`src/rtl/smpq_pkg.sv`:
```
// Shared types and codes for the sorted min-priority queue.
`timescale 1ns / 1ps

package smpq_pkg;

   localparam int unsigned VALUE_W  = 32;
   localparam int unsigned STATUS_W = 2;

   localparam logic ACTION_PUSH = 1'b0;
   localparam logic ACTION_POP  = 1'b1;

   localparam logic [STATUS_W-1:0] STATUS_OK         = 2'd0;
   localparam logic [STATUS_W-1:0] STATUS_PUSH_FULL  = 2'd1;
   localparam logic [STATUS_W-1:0] STATUS_POP_EMPTY  = 2'd2;

   typedef struct packed {
      logic                       action;
      logic signed [VALUE_W-1:0]  value;
   } req_type;

   typedef struct packed {
      logic signed [VALUE_W-1:0]  top_value;
      logic                       is_empty;
      logic                       is_full;
      logic [STATUS_W-1:0]        status;
   } rsp_type;

   // Broadcast to every cell for one queue operation.
   typedef struct packed {
      logic                       push;
      logic                       pop;
      logic signed [VALUE_W-1:0]  value;
   } cell_ctrl_type;

endpackage

```
`src/rtl/sorted_min_priority_queue.sv`:
```
// Top level of the sorted min-priority queue: cell row, occupancy and result register.
`timescale 1ns / 1ps

// Sorted min-priority queue. Values live in a row of CAPACITY cells kept in
// ascending signed order; every cell decides its own move from its neighbors in
// the same cycle, so one item is taken per cycle while req_ready is high. The
// result (smallest value, flags, status) is registered and shown
// the cycle after acceptance; a new item is taken while that result waits if
// rsp_ready is high. Push into a full queue and pop from an empty one leave the
// contents unchanged and report a status code. No clearing pass after reset.
module sorted_min_priority_queue #(
   parameter int unsigned CAPACITY = 16
) (
   input  logic               clock,
   input  logic               reset,
   input  logic               req_valid,
   output logic               req_ready,
   input  smpq_pkg::req_type  req_payload,
   output logic               rsp_valid,
   input  logic               rsp_ready,
   output smpq_pkg::rsp_type  rsp_payload
);
   import smpq_pkg::*;

   localparam int unsigned OCC_W = $clog2(CAPACITY + 1);

   logic [OCC_W-1:0] occ_ff, occ_in;
   logic             rsp_valid_ff;
   rsp_type          rsp_ff, rsp_in;
   logic             accept;
   logic             full, empty;
   cell_ctrl_type    ctrl;

   logic                      lt_v        [CAPACITY];
   logic signed [VALUE_W-1:0] data_v      [CAPACITY];
   logic signed [VALUE_W-1:0] data_next_v [CAPACITY];

   assign req_ready = !rsp_valid_ff || rsp_ready;
   assign accept    = req_valid && req_ready;
   assign full      = (occ_ff == OCC_W'(CAPACITY));
   assign empty     = (occ_ff == '0);

   assign ctrl.push  = accept && (req_payload.action == ACTION_PUSH) && !full;
   assign ctrl.pop   = accept && (req_payload.action == ACTION_POP) && !empty;
   assign ctrl.value = req_payload.value;

   for (genvar i = 0; i < CAPACITY; i++) begin : g_cell
      logic                      prev_lt;
      logic signed [VALUE_W-1:0] prev_data;
      logic signed [VALUE_W-1:0] next_data;

      if (i == 0) begin : g_head
         assign prev_lt   = 1'b0;
         assign prev_data = '0;
      end else begin : g_body
         assign prev_lt   = lt_v[i-1];
         assign prev_data = data_v[i-1];
      end

      if (i == CAPACITY - 1) begin : g_tail
         assign next_data = '0;
      end else begin : g_link
         assign next_data = data_v[i+1];
      end

      smpq_cell u_cell (
         .clock     (clock),
         .ctrl      (ctrl),
         .valid     (occ_ff > OCC_W'(i)),
         .prev_lt   (prev_lt),
         .prev_data (prev_data),
         .next_data (next_data),
         .lt        (lt_v[i]),
         .data      (data_v[i]),
         .data_next (data_next_v[i])
      );
   end

   always_comb begin
      occ_in = occ_ff;
      if (ctrl.push) begin
         occ_in = occ_ff + OCC_W'(1);
      end else if (ctrl.pop) begin
         occ_in = occ_ff - OCC_W'(1);
      end
   end

   always_comb begin
      rsp_in.top_value = (occ_in != '0) ? data_next_v[0] : '0;
      rsp_in.is_empty  = (occ_in == '0);
      rsp_in.is_full   = (occ_in == OCC_W'(CAPACITY));
      rsp_in.status    = STATUS_OK;
      if (req_payload.action == ACTION_PUSH && full) begin
         rsp_in.status = STATUS_PUSH_FULL;
      end else if (req_payload.action == ACTION_POP && empty) begin
         rsp_in.status = STATUS_POP_EMPTY;
      end
   end

   always_ff @(posedge clock) begin
      if (reset) begin
         occ_ff       <= '0;
         rsp_valid_ff <= 1'b0;
      end else begin
         occ_ff <= occ_in;
         if (accept) begin
            rsp_valid_ff <= 1'b1;
         end else if (rsp_ready) begin
            rsp_valid_ff <= 1'b0;
         end
      end
   end

   // Hold the result until taken; load a new one only on acceptance.
   always_ff @(posedge clock) begin
      if (accept) begin
         rsp_ff <= rsp_in;
      end
   end

   assign rsp_valid   = rsp_valid_ff;
   assign rsp_payload = rsp_ff;

endmodule

```
`src/rtl/smpq_cell.sv`:
```
// One cell of the sorted array: holds one entry and trades with its neighbors.
`timescale 1ns / 1ps

module smpq_cell (
   input  logic                                   clock,
   input  smpq_pkg::cell_ctrl_type                ctrl,
   input  logic                                   valid,
   input  logic                                   prev_lt,
   input  logic signed [smpq_pkg::VALUE_W-1:0]    prev_data,
   input  logic signed [smpq_pkg::VALUE_W-1:0]    next_data,
   output logic                                   lt,
   output logic signed [smpq_pkg::VALUE_W-1:0]    data,
   output logic signed [smpq_pkg::VALUE_W-1:0]    data_next
);
   import smpq_pkg::*;

   logic signed [VALUE_W-1:0] data_ff;
   logic signed [VALUE_W-1:0] data_in;

   // New value belongs at or before this cell: empty slot or strictly smaller.
   assign lt = !valid || (ctrl.value < data_ff);

   always_comb begin
      data_in = data_ff;
      if (ctrl.push) begin
         if (prev_lt) begin
            data_in = prev_data;
         end else if (lt) begin
            data_in = ctrl.value;
         end
      end else if (ctrl.pop) begin
         data_in = next_data;
      end
   end

   always_ff @(posedge clock) begin
      data_ff <= data_in;
   end

   assign data      = data_ff;
   assign data_next = data_in;

endmodule
```
`config.mk`:
```
export PLATFORM = sky130hd
export DESIGN_NAME = sorted_min_priority_queue
export DESIGN_NICKNAME = d
export VERILOG_FILES = /design/src/rtl/smpq_pkg.sv /design/src/rtl/sorted_min_priority_queue.sv /design/src/rtl/smpq_cell.sv
export SDC_FILE = /design/constraint.sdc
export NUM_CORES = 2
export LEC_CHECK = 0
export BUFFER_PORTS_ARGS = -buffer_cell sky130_fd_sc_hd__buf_2
export CORE_MARGIN = 2
export CORE_UTILIZATION = 55
export CTS_CLUSTER_DIAMETER = 150
export CTS_CLUSTER_SIZE = 40
export DETAILED_ROUTE_END_ITERATION = 12
export MAX_ROUTING_LAYER = met4
export PLACE_DENSITY_LB_ADDON = 0.12
export SETUP_SLACK_MARGIN = 0.02
export SYNTH_ARGS = -nofsm -noshare
export SYNTH_HDL_FRONTEND = slang
export SYNTH_SLANG_ARGS = --single-unit
```
`constraint.sdc`:
```
create_clock -name clock -period 4.5 [get_ports clock]
set_input_delay 0.675 -clock clock [delete_from_list [all_inputs] [get_ports clock]]
set_output_delay 0.675 -clock clock [all_outputs]
set_load 0.01 [all_outputs]
```
==> summary.md <==
| Metric | Value |
|---|---|
| Outcome | `complete, no violations` |
| Core area | `71,500 um^2` |
| Initial Utilization | `55.5%` |
| Critical Path Start Type | `primary input` |
| Clk buf depth | `3` |
| Min Tclk post-route | `3.96 ns` |
| Area grow syn2layout | `6.42%` |
| DRT iter0 DRCs | `roughly 2,800` |
| Syn avg cell area | `9.65 um^2` |
| Pre-antenna DRT Iters | `5` |
| Initial antenna violation count | `0` |
| Gr ovfl total | `0` |
| Commonest cells in the synthesized netlist | `edfxtp_1, inv_1, ha_1, nand2_1, nand3_1` |
| Die Area | `approximately 74,000 um^2` |
| Overall routing resource usage | `30.4%` |
| Slowest cell on the critical path | `a21oi_4` |
| CP Data Arrival Time | `4.18 ns` |
| Wire per inst | `22.3 um` |
| CP max FO | `32` |
| Post-synth ARST share | `0%` |
| IO Port Bufs | `74` |
| Final Worst Setup Slack | `about 0.54 ns` |
| Actual slew at the worst max-slew pin | `between 1 and 1.5 ns` |
| Worst hold path class | `in -> reg` |
| Nets | `4,582` |
| Clock Latency Late Sink | `0.60 ns` |
| Sequential Area | `between 15,000 and 20,000 um^2` |
| Vias | `32,200` |
| RD Place Congestion | `0.923` |
| Period utilization | `88.0%` |
| Fin. Hold Viols | `0` |
| Inst Count DP | `4,975` |
| Post-CTS setup buffer count | `0` |
| Vias in the first global route | `between 30,000 and 40,000` |
| Clock slew at reported path FFs | `approximately 0.15 ns` |
| Pin count of the biggest net entering global routing | `around 170` |
| Cells after synthesis | `4,110` |
| CP peak stage delay | `0.95 ns` |
| Required time worst endpoint | `4.72 ns` |
| CP cell instances | `buf_2 > buf_4 > ha_1 > nand2_1 > o21ai_0 > a41oi_1 > a211oi_1 > buf_4 > o31ai_1 > a21oi_4 > a21oi_4` |
| WS Path Type | `in -> reg` |
| Unrepaired setup endpoints after global routing | `no` |
| Drt total wl | `112,000 um` |
| # rows | `98` |
| Max cap viols | `0` |
| Post-Synthesis Net Count | `4,648` |
| Die width | `272 um` |
| VDD IR-drop max | `0.412 mV` |
| Buf/Inv on CP | `3` |
| Filler cells | `~6,200` |
| Final setup vio count | `0` |
| H-tree levels | `1` |
| Cell family with most CP delay | `compound AO/OA/AOI/OAI gates` |
| Post-synth EDFFs | `around 520` |
| CTS sink cnt | `554` |
| CTS Hold Bufs | `0` |
| Num CTS Buffers | `17` |
| Die Height | `272 um` |
| Post-place setup slack | `-0.0700 ns` |
| Root Buffer Master | `clkbuf_16` |
| Pleak | `about 0.017 uW` |
| Post-synthesis cell area | `39,600 um^2` |
| Overall power | `14,800 uW` |
| Most used DFF post-synth | `edfxtp_1` |
| Synth warn | `0` |
| CTS-repair resized insts | `0` |
| Crit end category | `register` |
| Skew final | `0.0257 ns` |
| Slew HR | `13.2%` |
| Final Util | `59.0%` |
| DRT antenna net count | `0` |
| First-pass GRT wire length | `175,000 um` |
| ANT cells | `0` |
| CTS tree | `yes` |
| Slew Viols, Final | `0` |
| Layout cells sized above 1 | `9.20%` |
| DRC | `0` |
| Cell with the most instances after synthesis | `edfxtp_1` |
| Post-DP HPWL | `84,500 um` |
| Top-area cell type share of the netlist area | `39.1%` |
| Seq cells post-synth | `about 550` |
| Top Ports | `75` |
| Synth top area cells | `edfxtp_1, ha_1, nand3_1` |
| Multi-input gate area | `20,600 um^2` |
| Post-synthesis sequential area ratio | `41.0%` |
| Fmax achieved | `253 MHz` |
| Pwr dens | `351 nW/um^2` |
| Finished Layout Cells | `roughly 5,000` |
| Vias per Instance | `6.44` |
| Synth area leader | `edfxtp_1` |
| Yosys cell types | `66` |
==> routing by layer <==
layer  GRT usage, %  up-vias  share of wire (%)
met2           49.7      897                 48
met4           10.2        0                3.8
met5              -        -                  0
met1           40.2    15600                 44
met3           2.43      165                4.5
li1               -    15500                  -
==> per-stage QoR <==
step | hold WS [ns] | instance area (um^2) | TNS [ns]
final | 0.314 | 42200 | 0
after global placement | 0.547 | 41700 | -0.864
after floorplan | 0.485 | 39700 | -11.62
after detailed placement | 0.545 | 41700 | -2.09
after global routing | 0.300 | 42200 | 0
after CTS | 0.292 | 42200 | 0
==> sequential cells by signal (all words and copies together), names as in the netlist <==
signal,cells
occ_ff,5
g_cell.u_cell.data,512
rsp_valid,1
rsp_payload,36
==> cell families (layout without fill, tap and decap cells) <==
| family | Yosys count | count (layout) | share of synthesized area (%) |
|---|---|---|---|
| compound gates | 1134 | 1134 | 21.4 |
| xor+xnor | 3 | 3 | 0.0663 |
| fa+ha+maj | 501 | 501 | 15.8 |
| buf+inv | 813 | 757 | 7.96 |
| flops | 554 | 554 | 41.0 |
| mux | 50 | 50 | 1.28 |
| simple gates | 1055 | 1055 | 12.4 |
==> placed cells by master (no fill, tap or decap), types with 16 or more instances in the layout <==
cell type  synthesis  layout
o21ai_0          151     151
buf_4              1     114
a22oi_1           65      65
nand2_1          411     410
inv_1            513     513
a211oi_1          17      16
edfxtp_1         516     516
o311ai_0         107     107
buf_2             38      74
nand4_1           60      60
nor2_1            74      73
a21oi_1          212     202
dfxtp_1           38      38
mux2i_1           45      40
a31oi_1           82      75
a221oi_1          24      23
o221a_2           63      63
nor3_1            20      20
nand2b_1          16      16
a21o_1            67      67
nand3_1          403     403
ha_1             501     501
and4_1            17      16
clkbuf_16          0      17
buf_12             0      27
o221ai_1         221     221
o221ai_2          29      29
==> final cells by class <==
type | instances | share of cell area, %
multi-input cells | 2743 | 48.8
well taps | 950 | 2.82
repair buffers | 215 | 4.19
flip-flops and latches | 554 | 38.5
clock buffers | 27 | 1.10
clock inverters | 2 | 0.0237
inverters | 513 | 4.56
==> power by group <==
| part | internal (uW) | switching (uW) | leakage [uW] |
|---|---|---|---|
| Sequential | 6700 | 512 | 0.00523 |
| Clock | 730 | 1650 | 0.000229 |
| Combinational | 2010 | 3230 | 0.0120 |
| Total | 9440 | 5390 | 0.0175 |
==> path summary, 6_finish.rpt <==
kind	from	to	slack, ns	cells after the start
worst max-delay path	req_payload[1]	g_cell[3].u_cell.data[9]	0.54	11
worst min-delay path	reset	rsp_valid	0.31	2
worst max register to register	g_cell[5].u_cell.data[13]	g_cell[6].u_cell.data[7]	0.55	11
worst min register to register	g_cell[0].u_cell.data[0]	g_cell[0].u_cell.data[0]	0.58	1
No activity file was read; power rests on OpenSTA's default activity.
